### src/rtl/core/can_motor_speed_pump_gateway_macros.svh
// assertion helpers for the gateway, sampled on clk and held off during reset
`ifndef CAN_MOTOR_SPEED_PUMP_GATEWAY_MACROS_SVH
`define CAN_MOTOR_SPEED_PUMP_GATEWAY_MACROS_SVH

// same-cycle implication
`define CMSP_ASSERT_NOW(label, ante, cons, msg) \
    label: assert property (@(posedge clk) disable iff (!rst_n) (ante) |-> (cons)) \
        else $error(msg);

// next-cycle implication
`define CMSP_ASSERT_NXT(label, ante, cons, msg) \
    label: assert property (@(posedge clk) disable iff (!rst_n) (ante) |=> (cons)) \
        else $error(msg);

`endif

### src/rtl/core/cmsp_pkg.sv
`timescale 1ns / 1ps

package cmsp_pkg;

    // elapsed counters and smoothing fixed point
    localparam int TIMER_W  = 17;
    localparam int SMOOTH_F = 16;

    // absolute motor speed, up to 16384
    localparam int SPEED_W  = 15;
    localparam int SMOOTH_W = SPEED_W + SMOOTH_F;

    localparam longint unsigned FIX_ONE = 64'd1 << SMOOTH_F;
    localparam longint unsigned ALPHA_Q = (15 * FIX_ONE + 50) / 100;
    localparam longint unsigned ALPHA_C = FIX_ONE - ALPHA_Q;
    localparam int ALPHA_W = SMOOTH_F + 1;
    localparam logic [ALPHA_W-1:0] ALPHA_Q_V = ALPHA_W'(ALPHA_Q);
    localparam logic [ALPHA_W-1:0] ALPHA_C_V = ALPHA_W'(ALPHA_C);

    localparam int SPEED_CLAMP = 10000;
    localparam logic [SPEED_W-1:0] SPEED_CLAMP_V = SPEED_W'(SPEED_CLAMP);
    localparam logic [SMOOTH_W-1:0] SMOOTH_CLAMP_V =
        SMOOTH_W'(longint'(SPEED_CLAMP) << SMOOTH_F);

    // pump = 1 + floor(min(a, 10000) * 5999 / 10000), reciprocal exact for this range
    localparam int PUMP_SPAN = 5999;
    localparam int PUMP_X_W  = 26;
    localparam int PUMP_K    = 40;
    localparam longint unsigned PUMP_M = ((64'd1 << PUMP_K) + SPEED_CLAMP - 1) / SPEED_CLAMP;
    localparam int PUMP_M_W  = 27;
    localparam int PUMP_P_W  = PUMP_X_W + PUMP_M_W;

    // gauge = floor(floor(s * 9 / 2^F) / 500), reciprocal exact below 90001
    localparam int GAUGE_NUM = 180 / 20;
    localparam int GAUGE_DEN = SPEED_CLAMP / 20;
    localparam int GAUGE_T_W = 17;
    localparam int GAUGE_K   = 26;
    localparam longint unsigned GAUGE_M = ((64'd1 << GAUGE_K) + GAUGE_DEN - 1) / GAUGE_DEN;
    localparam int GAUGE_M_W = 18;
    localparam int GAUGE_P_W = GAUGE_T_W + GAUGE_M_W;

    // CAN identifiers and payload templates
    localparam logic [28:0] SPEED_RX_ID     = 29'h1DA;
    localparam logic [28:0] KEEPALIVE_TX_ID = 29'h1AE0092C;
    localparam logic [28:0] SPEED_TX_ID     = 29'h2104136;
    localparam logic [63:0] KEEPALIVE_BASE  = 64'h0000_22E0_4190_0000;
    localparam logic [63:0] SPEED_BASE      = 64'hBB00_3FFF_06E0_0000;
    localparam logic [3:0]  MIN_FRAME_LEN   = 4'd6;

    // queue sizes
    localparam int CMDQ_AW = 1;
    localparam int OUTQ_AW = 1;

    localparam int CFG_IDX_W  = 3;
    localparam int CFG_DATA_W = 16;

    typedef enum logic [CFG_IDX_W-1:0] {
        REG_LINK_TIMEOUT = 3'd0,
        REG_KA_PERIOD    = 3'd1,
        REG_SPEED_PERIOD = 3'd2,
        REG_IDLE_TIMEOUT = 3'd3,
        REG_DEADBAND     = 3'd4,
        REG_LED_LOW      = 3'd5,
        REG_LED_MID      = 3'd6,
        REG_IDLE_PUMP    = 3'd7
    } cfg_idx_t;

    typedef enum logic [1:0] {
        KIND_INDICATOR = 2'd0,
        KIND_KEEPALIVE = 2'd1,
        KIND_SPEED     = 2'd2,
        KIND_FAULT     = 2'd3
    } kind_t;

    typedef enum logic [3:0] {
        ST_IDLE,
        ST_F_MUL,
        ST_F_ACC,
        ST_F_SCALE,
        ST_F_GAUGE,
        ST_F_EMIT,
        ST_T_CHECK,
        ST_T_KA,
        ST_T_SPD
    } state_t;

    typedef struct packed {
        logic [15:0] link_timeout;
        logic [15:0] ka_period;
        logic [15:0] speed_period;
        logic [15:0] idle_timeout;
        logic [13:0] deadband;
        logic [13:0] led_low;
        logic [13:0] led_mid;
        logic [12:0] idle_pump;
    } cfg_t;

    typedef struct packed {
        logic        is_tick;
        logic [15:0] raw;
    } cmd_t;

    typedef struct packed {
        kind_t       kind;
        logic [28:0] tx_id;
        logic [63:0] tx_data;
        logic [7:0]  gauge;
        logic [1:0]  leds;
        logic [12:0] pump;
        logic        pump_idle;
        logic        last;
    } result_t;

    typedef struct packed {
        logic link_active;
        logic busy;
    } stat_t;

endpackage

### src/rtl/core/can_motor_speed_pump_gateway.sv
// speed frame: back end walks F_MUL, F_ACC, F_SCALE, F_GAUGE, then pushes the indicator beat in F_EMIT
// tick: T_CHECK ends with no result or a fault beat, or goes on to T_KA and T_SPD for one or two result beats
// input takes one beat per cycle while not full into a 2-entry command queue; the back end runs one item
// at a time, and each result push waits while the result queue is full.
// rst_n is asynchronous, active low: registers to defaults, link down, queues empty
`timescale 1ns / 1ps

module can_motor_speed_pump_gateway
(
    input  logic        clk,
    input  logic        rst_n,

    // input queue side
    input  logic        push,
    output logic        full,
    input  logic        req_type,
    input  logic [28:0] frame_id,
    input  logic        frame_extended,
    input  logic        frame_remote,
    input  logic [3:0]  frame_len,
    input  logic [7:0]  speed_byte_high,
    input  logic [7:0]  speed_byte_low,

    // result queue side
    output logic        empty,
    input  logic        pop,
    output logic [1:0]  result_kind,
    output logic [28:0] tx_id,
    output logic [63:0] tx_data,
    output logic [7:0]  gauge_angle,
    output logic [1:0]  led_count,
    output logic [12:0] pump_value,
    output logic        pump_idle,
    output logic        last,

    // configuration writes
    input  logic        cfg_we,
    input  logic [2:0]  cfg_index,
    input  logic [15:0] cfg_data
);
    import cmsp_pkg::*;

    `include "can_motor_speed_pump_gateway_macros.svh"

    cfg_t    cfg_reg;
    cfg_t    cfg_next;
    logic    cmd_valid;
    cmd_t    cmd;
    logic    cmd_pop;
    logic    res_full;
    logic    res_push;
    result_t res_beat;
    result_t head;
    stat_t   stat;
    logic    fault_push;

    // configuration registers, each truncated to its own width
    always_comb
    begin
        cfg_next = cfg_reg;
        if (cfg_we)
        begin
            case (cfg_idx_t'(cfg_index))
                REG_LINK_TIMEOUT: cfg_next.link_timeout = cfg_data;
                REG_KA_PERIOD:    cfg_next.ka_period    = cfg_data;
                REG_SPEED_PERIOD: cfg_next.speed_period = cfg_data;
                REG_IDLE_TIMEOUT: cfg_next.idle_timeout = cfg_data;
                REG_DEADBAND:     cfg_next.deadband     = cfg_data[13:0];
                REG_LED_LOW:      cfg_next.led_low      = cfg_data[13:0];
                REG_LED_MID:      cfg_next.led_mid      = cfg_data[13:0];
                REG_IDLE_PUMP:    cfg_next.idle_pump    = cfg_data[12:0];
                default:          cfg_next = cfg_reg;
            endcase
        end
    end

    always_ff @(posedge clk or negedge rst_n)
    begin
        if (!rst_n)
        begin
            cfg_reg.link_timeout <= 16'd2000;
            cfg_reg.ka_period    <= 16'd500;
            cfg_reg.speed_period <= 16'd14;
            cfg_reg.idle_timeout <= 16'd4000;
            cfg_reg.deadband     <= 14'd50;
            cfg_reg.led_low      <= 14'd3334;
            cfg_reg.led_mid      <= 14'd6667;
            cfg_reg.idle_pump    <= 13'd6000;
        end
        else
        begin
            cfg_reg <= cfg_next;
        end
    end

    // front: drops foreign frames, queues speed frames and ticks
    cmsp_front u_front
    (
        .clk             (clk),
        .rst_n           (rst_n),
        .push            (push),
        .full            (full),
        .req_type        (req_type),
        .frame_id        (frame_id),
        .frame_extended  (frame_extended),
        .frame_remote    (frame_remote),
        .frame_len       (frame_len),
        .speed_byte_high (speed_byte_high),
        .speed_byte_low  (speed_byte_low),
        .cmd_valid       (cmd_valid),
        .cmd             (cmd),
        .cmd_pop         (cmd_pop)
    );

    // back: link state, timers, smoothing and frame building
    cmsp_back u_back
    (
        .clk       (clk),
        .rst_n     (rst_n),
        .cfg       (cfg_reg),
        .cmd_valid (cmd_valid),
        .cmd       (cmd),
        .cmd_pop   (cmd_pop),
        .res_full  (res_full),
        .res_push  (res_push),
        .res       (res_beat),
        .stat      (stat)
    );

    // result queue, decouples the back end from the consumer
    cmsp_outq u_outq
    (
        .clk      (clk),
        .rst_n    (rst_n),
        .res_push (res_push),
        .res_in   (res_beat),
        .res_full (res_full),
        .empty    (empty),
        .pop      (pop),
        .res_out  (head)
    );

    assign result_kind = head.kind;
    assign tx_id       = head.tx_id;
    assign tx_data     = head.tx_data;
    assign gauge_angle = head.gauge;
    assign led_count   = head.leds;
    assign pump_value  = head.pump;
    assign pump_idle   = head.pump_idle;
    assign last        = head.last;

    // back end hands a fault beat to the result queue
    assign fault_push = res_push && (res_beat.kind == KIND_FAULT);

    // a fault beat always closes its tick
    `CMSP_ASSERT_NOW(a_fault_last, !empty && result_kind == KIND_FAULT, last, "fault beat not last")
    // link goes down only together with a fault beat
    `CMSP_ASSERT_NOW(a_link_drop, $fell(stat.link_active), $past(fault_push), "link drop, no fault")
    // back end never writes into a full result queue
    `CMSP_ASSERT_NOW(a_no_overrun, res_push, !res_full, "result queue overrun")

endmodule

### src/rtl/core/cmsp_front.sv
`timescale 1ns / 1ps

module cmsp_front
(
    input  logic          clk,
    input  logic          rst_n,
    input  logic          push,
    output logic          full,
    input  logic          req_type,
    input  logic [28:0]   frame_id,
    input  logic          frame_extended,
    input  logic          frame_remote,
    input  logic [3:0]    frame_len,
    input  logic [7:0]    speed_byte_high,
    input  logic [7:0]    speed_byte_low,
    output logic          cmd_valid,
    output cmsp_pkg::cmd_t cmd,
    input  logic          cmd_pop
);
    import cmsp_pkg::*;

    localparam int DEPTH = 1 << CMDQ_AW;

    cmd_t               mem_reg [DEPTH];
    logic [CMDQ_AW-1:0] wr_ptr_reg;
    logic [CMDQ_AW-1:0] wr_ptr_next;
    logic [CMDQ_AW-1:0] rd_ptr_reg;
    logic [CMDQ_AW-1:0] rd_ptr_next;
    logic [CMDQ_AW:0]   count_reg;
    logic [CMDQ_AW:0]   count_next;
    logic               frame_ok;
    logic               wr_en;
    logic               rd_en;

    // only speed frames and ticks go on; every other frame is dropped here
    assign frame_ok = !frame_extended && !frame_remote && (frame_id == SPEED_RX_ID)
                      && (frame_len >= MIN_FRAME_LEN);
    assign full     = (count_reg == (CMDQ_AW + 1)'(DEPTH));
    assign wr_en    = push && !full && (req_type || frame_ok);
    assign rd_en    = cmd_pop && cmd_valid;
    assign cmd_valid = (count_reg != '0);
    assign cmd      = mem_reg[rd_ptr_reg];

    always_comb
    begin
        wr_ptr_next = wr_en ? wr_ptr_reg + 1'b1 : wr_ptr_reg;
        rd_ptr_next = rd_en ? rd_ptr_reg + 1'b1 : rd_ptr_reg;
        count_next  = count_reg;
        if (wr_en && !rd_en)
        begin
            count_next = count_reg + 1'b1;
        end
        else if (rd_en && !wr_en)
        begin
            count_next = count_reg - 1'b1;
        end
    end

    always_ff @(posedge clk or negedge rst_n)
    begin
        if (!rst_n)
        begin
            wr_ptr_reg <= '0;
            rd_ptr_reg <= '0;
            count_reg  <= '0;
        end
        else
        begin
            wr_ptr_reg <= wr_ptr_next;
            rd_ptr_reg <= rd_ptr_next;
            count_reg  <= count_next;
        end
    end

    always_ff @(posedge clk)
    begin
        if (wr_en)
        begin
            mem_reg[wr_ptr_reg] <= '{is_tick: req_type, raw: {speed_byte_high, speed_byte_low}};
        end
    end

endmodule

### src/rtl/core/cmsp_outq.sv
`timescale 1ns / 1ps

module cmsp_outq
(
    input  logic              clk,
    input  logic              rst_n,
    input  logic              res_push,
    input  cmsp_pkg::result_t res_in,
    output logic              res_full,
    output logic              empty,
    input  logic              pop,
    output cmsp_pkg::result_t res_out
);
    import cmsp_pkg::*;

    localparam int DEPTH = 1 << OUTQ_AW;

    result_t            mem_reg [DEPTH];
    logic [OUTQ_AW-1:0] wr_ptr_reg;
    logic [OUTQ_AW-1:0] wr_ptr_next;
    logic [OUTQ_AW-1:0] rd_ptr_reg;
    logic [OUTQ_AW-1:0] rd_ptr_next;
    logic [OUTQ_AW:0]   count_reg;
    logic [OUTQ_AW:0]   count_next;
    logic               wr_en;
    logic               rd_en;

    assign res_full = (count_reg == (OUTQ_AW + 1)'(DEPTH));
    assign empty    = (count_reg == '0);
    assign wr_en    = res_push && !res_full;
    assign rd_en    = pop && !empty;
    assign res_out  = mem_reg[rd_ptr_reg];

    always_comb
    begin
        wr_ptr_next = wr_en ? wr_ptr_reg + 1'b1 : wr_ptr_reg;
        rd_ptr_next = rd_en ? rd_ptr_reg + 1'b1 : rd_ptr_reg;
        count_next  = count_reg;
        if (wr_en && !rd_en)
        begin
            count_next = count_reg + 1'b1;
        end
        else if (rd_en && !wr_en)
        begin
            count_next = count_reg - 1'b1;
        end
    end

    always_ff @(posedge clk or negedge rst_n)
    begin
        if (!rst_n)
        begin
            wr_ptr_reg <= '0;
            rd_ptr_reg <= '0;
            count_reg  <= '0;
        end
        else
        begin
            wr_ptr_reg <= wr_ptr_next;
            rd_ptr_reg <= rd_ptr_next;
            count_reg  <= count_next;
        end
    end

    always_ff @(posedge clk)
    begin
        if (wr_en)
        begin
            mem_reg[wr_ptr_reg] <= res_in;
        end
    end

endmodule

### src/rtl/core/cmsp_back.sv
`timescale 1ns / 1ps

module cmsp_back
(
    input  logic              clk,
    input  logic              rst_n,
    input  cmsp_pkg::cfg_t    cfg,
    input  logic              cmd_valid,
    input  cmsp_pkg::cmd_t    cmd,
    output logic              cmd_pop,
    input  logic              res_full,
    output logic              res_push,
    output cmsp_pkg::result_t res,
    output cmsp_pkg::stat_t   stat
);
    import cmsp_pkg::*;

    state_t               state_reg;
    state_t               state_next;
    logic                 link_reg;
    logic                 link_next;
    logic [SPEED_W-1:0]   speed_reg;
    logic [SPEED_W-1:0]   speed_next;
    logic [SMOOTH_W-1:0]  smooth_reg;
    logic [SMOOTH_W-1:0]  smooth_next;
    logic [1:0]           phase_reg;
    logic [1:0]           phase_next;
    logic [TIMER_W-1:0]   frame_ms_reg;
    logic [TIMER_W-1:0]   frame_ms_next;
    logic [TIMER_W-1:0]   motion_ms_reg;
    logic [TIMER_W-1:0]   motion_ms_next;
    logic [TIMER_W-1:0]   ka_ms_reg;
    logic [TIMER_W-1:0]   ka_ms_next;
    logic [TIMER_W-1:0]   sp_ms_reg;
    logic [TIMER_W-1:0]   sp_ms_next;

    // datapath registers
    logic [1:0]                  leds_reg;
    logic [ALPHA_W+SPEED_W-1:0]  p1_reg;
    logic [ALPHA_W+SMOOTH_W-1:0] p2_reg;
    logic [PUMP_X_W-1:0]         pump_x_reg;
    logic [12:0]                 pump_lin_reg;
    logic [GAUGE_T_W-1:0]        gauge_t_reg;
    logic [7:0]                  gauge_reg;

    logic signed [15:0]   raw_s;
    logic signed [15:0]   half_s;
    logic [SPEED_W-1:0]   frame_abs;
    logic [1:0]           frame_leds;
    logic [SPEED_W-1:0]   speed_cl;
    logic [SMOOTH_W-1:0]  smooth_acc;
    logic [SMOOTH_W-1:0]  smooth_cl;
    logic [PUMP_P_W-1:0]  pump_prod;
    logic [GAUGE_P_W-1:0] gauge_prod;
    logic [SMOOTH_W+3:0]  scaled;
    logic                 timeout;
    logic                 ka_due;
    logic                 sp_due;
    logic                 idle_sel;

    // speed is raw / 2 rounded toward zero
    always_comb
    begin
        raw_s  = signed'(cmd.raw);
        half_s = raw_s >>> 1;
        if (raw_s[15] && raw_s[0])
        begin
            half_s = half_s + 16'sd1;
        end
        frame_abs = half_s[15] ? SPEED_W'(-half_s) : SPEED_W'(half_s);
        if (frame_abs < SPEED_W'(cfg.led_low))
        begin
            frame_leds = 2'd3;
        end
        else if (frame_abs < SPEED_W'(cfg.led_mid))
        begin
            frame_leds = 2'd2;
        end
        else
        begin
            frame_leds = 2'd1;
        end
    end

    assign speed_cl   = (speed_reg > SPEED_CLAMP_V) ? SPEED_CLAMP_V : speed_reg;
    assign smooth_acc = SMOOTH_W'(p1_reg + (p2_reg >> SMOOTH_F));
    assign smooth_cl  = (smooth_reg > SMOOTH_CLAMP_V) ? SMOOTH_CLAMP_V : smooth_reg;
    assign pump_prod  = PUMP_P_W'(pump_x_reg) * PUMP_P_W'(PUMP_M);
    assign scaled     = (SMOOTH_W + 4)'(smooth_cl) * (SMOOTH_W + 4)'(GAUGE_NUM);
    assign gauge_prod = GAUGE_P_W'(gauge_t_reg) * GAUGE_P_W'(GAUGE_M);

    assign timeout  = 32'(frame_ms_reg) > 32'(cfg.link_timeout);
    assign ka_due   = 32'(ka_ms_reg) >= 32'(cfg.ka_period);
    assign sp_due   = 32'(sp_ms_reg) >= 32'(cfg.speed_period);
    assign idle_sel = 32'(motion_ms_reg) > 32'(cfg.idle_timeout);

    always_comb
    begin
        state_next     = state_reg;
        link_next      = link_reg;
        speed_next     = speed_reg;
        smooth_next    = smooth_reg;
        phase_next     = phase_reg;
        frame_ms_next  = frame_ms_reg;
        motion_ms_next = motion_ms_reg;
        ka_ms_next     = ka_ms_reg;
        sp_ms_next     = sp_ms_reg;
        cmd_pop        = 1'b0;
        res_push       = 1'b0;
        res            = '0;
        case (state_reg)
            ST_IDLE:
            begin
                if (cmd_valid)
                begin
                    cmd_pop = 1'b1;
                    if (cmd.is_tick)
                    begin
                        frame_ms_next  = (&frame_ms_reg) ? frame_ms_reg : frame_ms_reg + 1'b1;
                        motion_ms_next = (&motion_ms_reg) ? motion_ms_reg
                                                          : motion_ms_reg + 1'b1;
                        ka_ms_next     = (&ka_ms_reg) ? ka_ms_reg : ka_ms_reg + 1'b1;
                        sp_ms_next     = (&sp_ms_reg) ? sp_ms_reg : sp_ms_reg + 1'b1;
                        state_next     = ST_T_CHECK;
                    end
                    else
                    begin
                        frame_ms_next = '0;
                        link_next     = 1'b1;
                        speed_next    = frame_abs;
                        if (frame_abs > SPEED_W'(cfg.deadband))
                        begin
                            motion_ms_next = '0;
                        end
                        state_next = ST_F_MUL;
                    end
                end
            end
            ST_F_MUL:
            begin
                state_next = ST_F_ACC;
            end
            ST_F_ACC:
            begin
                smooth_next = smooth_acc;
                state_next  = ST_F_SCALE;
            end
            ST_F_SCALE:
            begin
                state_next = ST_F_GAUGE;
            end
            ST_F_GAUGE:
            begin
                state_next = ST_F_EMIT;
            end
            ST_F_EMIT:
            begin
                if (!res_full)
                begin
                    res_push   = 1'b1;
                    res.kind   = KIND_INDICATOR;
                    res.gauge  = gauge_reg;
                    res.leds   = leds_reg;
                    res.last   = 1'b1;
                    state_next = ST_IDLE;
                end
            end
            ST_T_CHECK:
            begin
                if (!link_reg)
                begin
                    state_next = ST_IDLE;
                end
                else if (timeout)
                begin
                    if (!res_full)
                    begin
                        res_push    = 1'b1;
                        res.kind    = KIND_FAULT;
                        res.last    = 1'b1;
                        link_next   = 1'b0;
                        speed_next  = '0;
                        smooth_next = '0;
                        state_next  = ST_IDLE;
                    end
                end
                else if (ka_due)
                begin
                    state_next = ST_T_KA;
                end
                else if (sp_due)
                begin
                    state_next = ST_T_SPD;
                end
                else
                begin
                    state_next = ST_IDLE;
                end
            end
            ST_T_KA:
            begin
                if (!res_full)
                begin
                    res_push    = 1'b1;
                    res.kind    = KIND_KEEPALIVE;
                    res.tx_id   = KEEPALIVE_TX_ID;
                    res.tx_data = KEEPALIVE_BASE | {phase_reg, 62'd0};
                    res.last    = !sp_due;
                    phase_next  = phase_reg + 1'b1;
                    ka_ms_next  = '0;
                    state_next  = sp_due ? ST_T_SPD : ST_IDLE;
                end
            end
            ST_T_SPD:
            begin
                if (!res_full)
                begin
                    res_push      = 1'b1;
                    res.kind      = KIND_SPEED;
                    res.tx_id     = SPEED_TX_ID;
                    res.pump      = idle_sel ? cfg.idle_pump : pump_lin_reg;
                    res.pump_idle = idle_sel;
                    res.tx_data   = SPEED_BASE | 64'(res.pump);
                    res.last      = 1'b1;
                    sp_ms_next    = '0;
                    state_next    = ST_IDLE;
                end
            end
            default:
            begin
                state_next = ST_IDLE;
            end
        endcase
    end

    assign stat = '{link_active: link_reg, busy: (state_reg != ST_IDLE)};

    always_ff @(posedge clk or negedge rst_n)
    begin
        if (!rst_n)
        begin
            state_reg     <= ST_IDLE;
            link_reg      <= 1'b0;
            speed_reg     <= '0;
            smooth_reg    <= '0;
            phase_reg     <= '0;
            frame_ms_reg  <= '0;
            motion_ms_reg <= '1;
            ka_ms_reg     <= '1;
            sp_ms_reg     <= '1;
        end
        else
        begin
            state_reg     <= state_next;
            link_reg      <= link_next;
            speed_reg     <= speed_next;
            smooth_reg    <= smooth_next;
            phase_reg     <= phase_next;
            frame_ms_reg  <= frame_ms_next;
            motion_ms_reg <= motion_ms_next;
            ka_ms_reg     <= ka_ms_next;
            sp_ms_reg     <= sp_ms_next;
        end
    end

    // frame arithmetic, one multiply level per step
    always_ff @(posedge clk)
    begin
        if (state_reg == ST_IDLE && cmd_valid && !cmd.is_tick)
        begin
            leds_reg <= frame_leds;
        end
        if (state_reg == ST_F_MUL)
        begin
            p1_reg     <= (ALPHA_W + SPEED_W)'(ALPHA_Q_V) * (ALPHA_W + SPEED_W)'(speed_reg);
            p2_reg     <= (ALPHA_W + SMOOTH_W)'(ALPHA_C_V) * (ALPHA_W + SMOOTH_W)'(smooth_reg);
            pump_x_reg <= PUMP_X_W'(speed_cl) * PUMP_X_W'(PUMP_SPAN);
        end
        if (state_reg == ST_F_ACC)
        begin
            pump_lin_reg <= 13'(pump_prod >> PUMP_K) + 13'd1;
        end
        if (state_reg == ST_F_SCALE)
        begin
            gauge_t_reg <= GAUGE_T_W'(scaled >> SMOOTH_F);
        end
        if (state_reg == ST_F_GAUGE)
        begin
            gauge_reg <= 8'(gauge_prod >> GAUGE_K);
        end
    end

endmodule

### config.mk
export PLATFORM = sky130hd
export DESIGN_NAME = can_motor_speed_pump_gateway
export DESIGN_NICKNAME = d
export VERILOG_FILES = /design/src/rtl/core/cmsp_pkg.sv /design/src/rtl/core/can_motor_speed_pump_gateway.sv /design/src/rtl/core/cmsp_front.sv /design/src/rtl/core/cmsp_outq.sv /design/src/rtl/core/cmsp_back.sv
export VERILOG_INCLUDE_DIRS = /design/src /design/src/rtl/core
export SDC_FILE = /design/constraint.sdc
export NUM_CORES = 2
export LEC_CHECK = 0
export BUFFER_PORTS_ARGS = -buffer_cell sky130_fd_sc_hd__buf_2
export CORE_MARGIN = 2
export CORE_UTILIZATION = 50
export CTS_BUF_LIST = sky130_fd_sc_hd__clkbuf_4 sky130_fd_sc_hd__clkbuf_8
export DETAILED_ROUTE_END_ITERATION = 10
export GPL_ROUTABILITY_DRIVEN = 0
export HOLD_SLACK_MARGIN = 0.08
export PLACE_DENSITY = 0.77
export SYNTH_ARGS = -nofsm -noshare
export SYNTH_HDL_FRONTEND = slang
export SYNTH_HIERARCHICAL = 1
export SYNTH_SLANG_ARGS = --single-unit
### constraint.sdc
create_clock -name clk -period 23.4 [get_ports clk]
set_clock_uncertainty 0.2 [all_clocks]
set_input_delay 1.17 -clock clk [delete_from_list [all_inputs] [get_ports clk]]
set_output_delay 1.17 -clock clk [all_outputs]
set_load 0.03 [all_outputs]
-- Word-level counts from Yosys, hierarchy flattened
Memory sizes are Yosys's and may differ from the RTL's.
Index checks and enable logic that the tools add are counted.
- add/subtract/negate cells: 17
- $mul: 6
- magnitude comparators: 10
- eq/ne operators: 30
- multiplexer cells: 72
- bitwise logic cells: 1
- reductions and logical operators: 61
- operators with widths (cell ; number):
    2-to-1 mux 17 bit ; 12
    case mux 93 bit (2 select lines) ; 1
    2-to-1 mux 31 bit ; 4
    2-to-1 mux 15 bit ; 8
    2-to-1 mux 95 bit ; 1
    2-to-1 mux 94 bit ; 1
    adder 17 x 1 -> 17 bit (second input constant) ; 4
    case mux 17 bit (2 select lines) ; 2
    AND reduction 17 bit ; 4
    case mux 31 bit (2 select lines) ; 1
    multiplier 26 x 27 -> 53 bit (second input constant) ; 1
    multiplier 15 x 31 -> 46 bit (first input constant) ; 1
    >= comparator 17 x 16 -> 1 bit ; 2
    > comparator 17 x 16 -> 1 bit ; 2
    multiplier 17 x 17 -> 33 bit (second input constant) ; 1
    multiplier 31 x 4 -> 33 bit (second input constant) ; 1
    case mux 4 bit (8 select lines) ; 1
    adder 29 x 31 -> 31 bit ; 1
    > comparator 31 x 30 -> 1 bit (second input constant) ; 1
    < comparator 15 x 14 -> 1 bit ; 2
    case mux 15 bit (2 select lines) ; 1
    equality test 29 x 9 -> 1 bit (second input constant) ; 1
    multiplier 13 x 15 -> 28 bit (first input constant) ; 1
    2-to-1 mux 4 bit ; 7
    45 further kinds ; 136
- flip-flop bits (word level): 388
- RAM bits: 274
- bits of input ports: 76
- memories kept: 2
- memories (name ; depth ; width ; rd ports ; clocked after memory_dff ; wr ports ; RTL line ; text):
    u_outq.mem_reg ; 2 ; 120 ; 1 ; 0 ; 1 ; cmsp_outq.sv:18 ; result_t mem_reg [DEPTH];
    u_front.mem_reg ; 2 ; 17 ; 1 ; 0 ; 1 ; cmsp_front.sv:24 ; cmd_t mem_reg [DEPTH];

-- Longest topological paths before layout
- depth in word-level cells: 10
- mapped depth: 30

-- Hierarchy
Netlist, hierarchy kept.
- modules (own cells, without submodules) (module ; instances ; cells each ; area an instance (µm²) ; seq. area each (µm²)):
    cmsp_back ; 1 ; 4984 ; 48486.5 ; 6845.3
    cmsp_outq ; 1 ; 392 ; 8878.5 ; 7307.0
    can_motor_speed_pump_gateway ; 1 ; 259 ; 4699.5 ; 3030.4
    cmsp_front ; 1 ; 93 ; 1572.8 ; 1121.1

-- Least setup slack after synthesis
No wires, ideal clock.
- kind: register to register
- from: register u_back.frame_ms_reg[1]
- to: memory u_outq/mem_reg[0][0] (netlist name), enable pin
- arrival time: 7259 ps
- slack: 15341 ps
- stages on the path, launching flop included: 17
- clock period less this slack: 8059 ps
- cells stage by stage: dfrtp_1 > ha_1 > nor2b_1 > o21a_1 > o21a_1 > o21a_1 > o21bai_1 > a21oi_1 > o21ai_0 > a21oi_1 > and4b_1 > clkbuf_1 > or2_2 > nor2_1 > nand2_1 > nand2_1 > nor2_1
- cells in the longest elaborated chain, start to end: 7
- ends and longest elaborated chain (what ; RTL line ; text):
    start: declaration ; cmsp_back.sv:28 ; logic [TIMER_W-1:0] frame_ms_reg;
    start signal: assignment ; cmsp_back.sv:259 ; frame_ms_reg <= frame_ms_next;
    > comparator 17 x 16 -> 1 bit ; cmsp_back.sv:92 ; assign timeout = 32'(frame_ms_reg) > 32'(cfg.link_timeout);
    2-to-1 mux 1 bit ; cmsp_back.sv:174 ; else if (timeout)
    2-to-1 mux 1 bit ; cmsp_back.sv:170 ; if (!link_reg)
    case mux 1 bit (2 select lines) ; cmsp_back.sv:111 ; case (state_reg)
    named net res_push ; can_motor_speed_pump_gateway.sv:51 ; logic res_push;
    logical AND 1 bit ; cmsp_outq.sv:30 ; assign wr_en = res_push && !res_full;
    2-to-1 mux 1 bit ; cmsp_outq.sv:67 ; if (wr_en)
    2-to-1 mux 1 bit (implied by the code) ; cmsp_outq.sv:69 ; mem_reg[wr_ptr_reg] <= res_in;
    end: declaration ; cmsp_outq.sv:18 ;
The timed path passes the listed nets, and every way through them passes these cells.

-- Worst setup path after layout
- from: register u_back.pump_x_reg[24]
- to: register u_back.pump_lin_reg[12], data pin
- cells in the longest elaborated chain, start to end: 2
- ends and longest elaborated chain (what ; RTL line ; text):
    start: declaration ; cmsp_back.sv:41 ; logic [PUMP_X_W-1:0] pump_x_reg;
    start signal: assignment ; cmsp_back.sv:277 ; pump_x_reg <= PUMP_X_W'(speed_cl) * PUMP_X_W'(PUMP_SPAN);
    multiplier 26 x 27 -> 53 bit ; cmsp_back.sv:88 ; assign pump_prod = PUMP_P_W'(pump_x_reg) * PUMP_P_W'(PUMP_M);
    adder 13 x 1 -> 13 bit ; cmsp_back.sv:281 ; pump_lin_reg <= 13'(pump_prod >> PUMP_K) + 13'd1;
    end signal: assignment ; cmsp_back.sv:281 ;
    end: declaration ; cmsp_back.sv:42 ; logic [12:0] pump_lin_reg;
Every way passes these cells.
A chain may end at the register's enable or synchronous reset.

==> metrics.txt <==
largest fanout on the critical path=6; endpoint class of the critical path=flop; Highest Clock Rate=0.114 GHz; final slew viol count=0; synthesized instance count=5727; signal arrival time at the worst endpoint=9120 ps; pin count of the biggest net entering global routing=113; Post-Synthesis Cell Area=0.0636 sq mm; number of buffers inserted by hold repair at cts=0; number of levels in the clock H-tree=3; layout cells sized above 1=13.7%; first-pass GRT wire length=227000 um; x dimension of the die=361 um; remaining global-route overflow=0; violation count after the first detailed-routing iteration=2709; via count=41100; setup fix buffers added after clock tree synthesis=0; clock slew at the register clock pins of the worst setup and hold paths=60 ps; post-CTS resize count=0; chip height=361 um; total count of hold-check failures in the final report=0; Core Footprint=0.126 sq mm; sum of routed wire length over all layers=138000 um; nets=7686; via count of the first global-routing pass=43400; detail-routed via count per cell=5.35; data required time of the critical path=23720 ps; actual slew at the worst max-slew pin=1270 ps; total setup violations reported at the end of the flow=0; Worst Setup Start Kind=flop; Max Root-Sink Buffers=3; Avg Synthesized Cell Area=11.1 sq um; time the worst path needs with I/O delays and setup=8800 ps; Largest register FFs=240; total track usage=21.8%; Yosys warning count=6; clock tree root driver cell=sky130_fd_sc_hd__clkbuf_8; number of nets still failing antenna checks after routing=0; starting density of the core=50.5%; I/O pin total=198; number of rows in the core area=130; relative max-transition margin=15.4%; Die Footprint=0.130 sq mm; unrepaired setup endpoints after global routing=false; path class of the lowest-slack min-delay path=in2async; antenna violations before repair=10; Syn-to-layout area delta=7.60%; Num Clock Sinks=647; number of port buffers=196; insertion delay to the later sink of the worst-skew pair=830 ps; type of the setup path with the least slack=reg2reg; routed length per instance=18.0 um; DRC violation count after routing=0; outcome=finished, final reports clean; accumulated negative setup slack=0 ps; max-cap violation count=0; Num CTS Buffers=103; Detailed Routing Iterations Pass 1=6; clock tree from TritonCTS=built; Post-DP HPWL=111000 um; crit share post-route=37.6%; flop2flop setup slack=14600 ps
[cell usage in the layout, fill, tap and decap left out, types with 154 or more instances in the layout]
cell	count
sky130_fd_sc_hd__inv_1	1314
sky130_fd_sc_hd__o21ai_0	165
sky130_fd_sc_hd__ha_1	981
sky130_fd_sc_hd__edfxtp_1	399
sky130_fd_sc_hd__mux2_2	228
sky130_fd_sc_hd__nand2_1	216
sky130_fd_sc_hd__fa_1	686
sky130_fd_sc_hd__dfrtp_1	154
sky130_fd_sc_hd__nor2_1	180
sky130_fd_sc_hd__buf_2	195
[final timing paths]
| path | startpoint | to | depth (start not counted) |
|---|---|---|---|
| worst max-delay path | u_back/pump_x_reg[24]$_DFFE_PP_ | u_back/pump_lin_reg[12]$_DFFE_PP_ | 27 |
| worst min-delay path | rst_n | u_back/frame_ms_reg[0]$_DFFE_PN0P_ | 1 |
| worst max register to register | u_back/pump_x_reg[24]$_DFFE_PP_ | u_back/pump_lin_reg[12]$_DFFE_PP_ | 27 |
| worst min register to register | u_back/phase_reg[1]$_DFFE_PN0P_ | u_back/phase_reg[1]$_DFFE_PN0P_ | 1 |
| max in group asynchronous | rst_n | cfg_reg[1]$_DFFE_PN0P_ | 2 |
| min in group clk | u_back/phase_reg[1]$_DFFE_PN0P_ | u_back/phase_reg[1]$_DFFE_PN0P_ | 1 |
[worst max-delay path, cell delays in order, from the launching register on]
cell	delay, ps
sky130_fd_sc_hd__edfxtp_1	640
sky130_fd_sc_hd__inv_1	90
sky130_fd_sc_hd__ha_1	410
sky130_fd_sc_hd__inv_1	210
sky130_fd_sc_hd__fa_1	540
sky130_fd_sc_hd__fa_1	540
sky130_fd_sc_hd__inv_1	50
sky130_fd_sc_hd__fa_1	510
sky130_fd_sc_hd__fa_1	540
sky130_fd_sc_hd__inv_1	60
sky130_fd_sc_hd__fa_1	530
sky130_fd_sc_hd__inv_1	60
sky130_fd_sc_hd__fa_1	540
sky130_fd_sc_hd__inv_1	40
sky130_fd_sc_hd__ha_1	300
sky130_fd_sc_hd__a21o_1	160
sky130_fd_sc_hd__a21o_1	170
sky130_fd_sc_hd__a21oi_1	370
sky130_fd_sc_hd__a21boi_0	530
sky130_fd_sc_hd__o21ai_0	260
sky130_fd_sc_hd__a21oi_1	220
sky130_fd_sc_hd__xnor2_1	210
sky130_fd_sc_hd__ha_1	240
sky130_fd_sc_hd__nand2_1	110
sky130_fd_sc_hd__nor4_2	510
sky130_fd_sc_hd__and4_1	290
sky130_fd_sc_hd__o21ai_2	60
sky130_fd_sc_hd__xnor2_1	140
[layer usage]
metal / vias up / GRT usage [%] / share of wire [%]
met5: - / 0 / 0.017
met4: 4 / 5.74 / 2.4
met3: 229 / 4.66 / 7.5
met2: 1262 / 35.3 / 46
met1: 20500 / 29.7 / 44
li1: 19200 / - / -
[stage by stage]
| stage | setup WS (ps) | utilization, % | instances | area [sq um] | hold WS (ps) |
|---|---|---|---|---|---|
| after floorplan | 15340 | - | 5770 | 63800 | 239 |
| after global placement | 14890 | 52.5 | 7488 | 66100 | 253 |
| after detailed placement | 14740 | 52.5 | 7488 | 66100 | 277 |
| after CTS | 14730 | 54.4 | 7683 | 68500 | 232 |
| after global routing | 14290 | 54.4 | 7685 | 68500 | 264 |
| final | 14600 | 54.4 | 7687 | 68500 | 260 |
[final cells by class]
class	count	area, sq um
clock buffers	164	2000
inverters	1318	4950
fillers	10300	57400
clock inverters	31	399
well taps	1650	2060
multi-input cells	3653	39600
flip-flops and latches	647	18300
repair buffers	220	1170
diodes	4	10.0
Power is left out: the tool's default activity adds up to more than one toggle a clock period on the data nets, which glitch-free logic cannot reach.
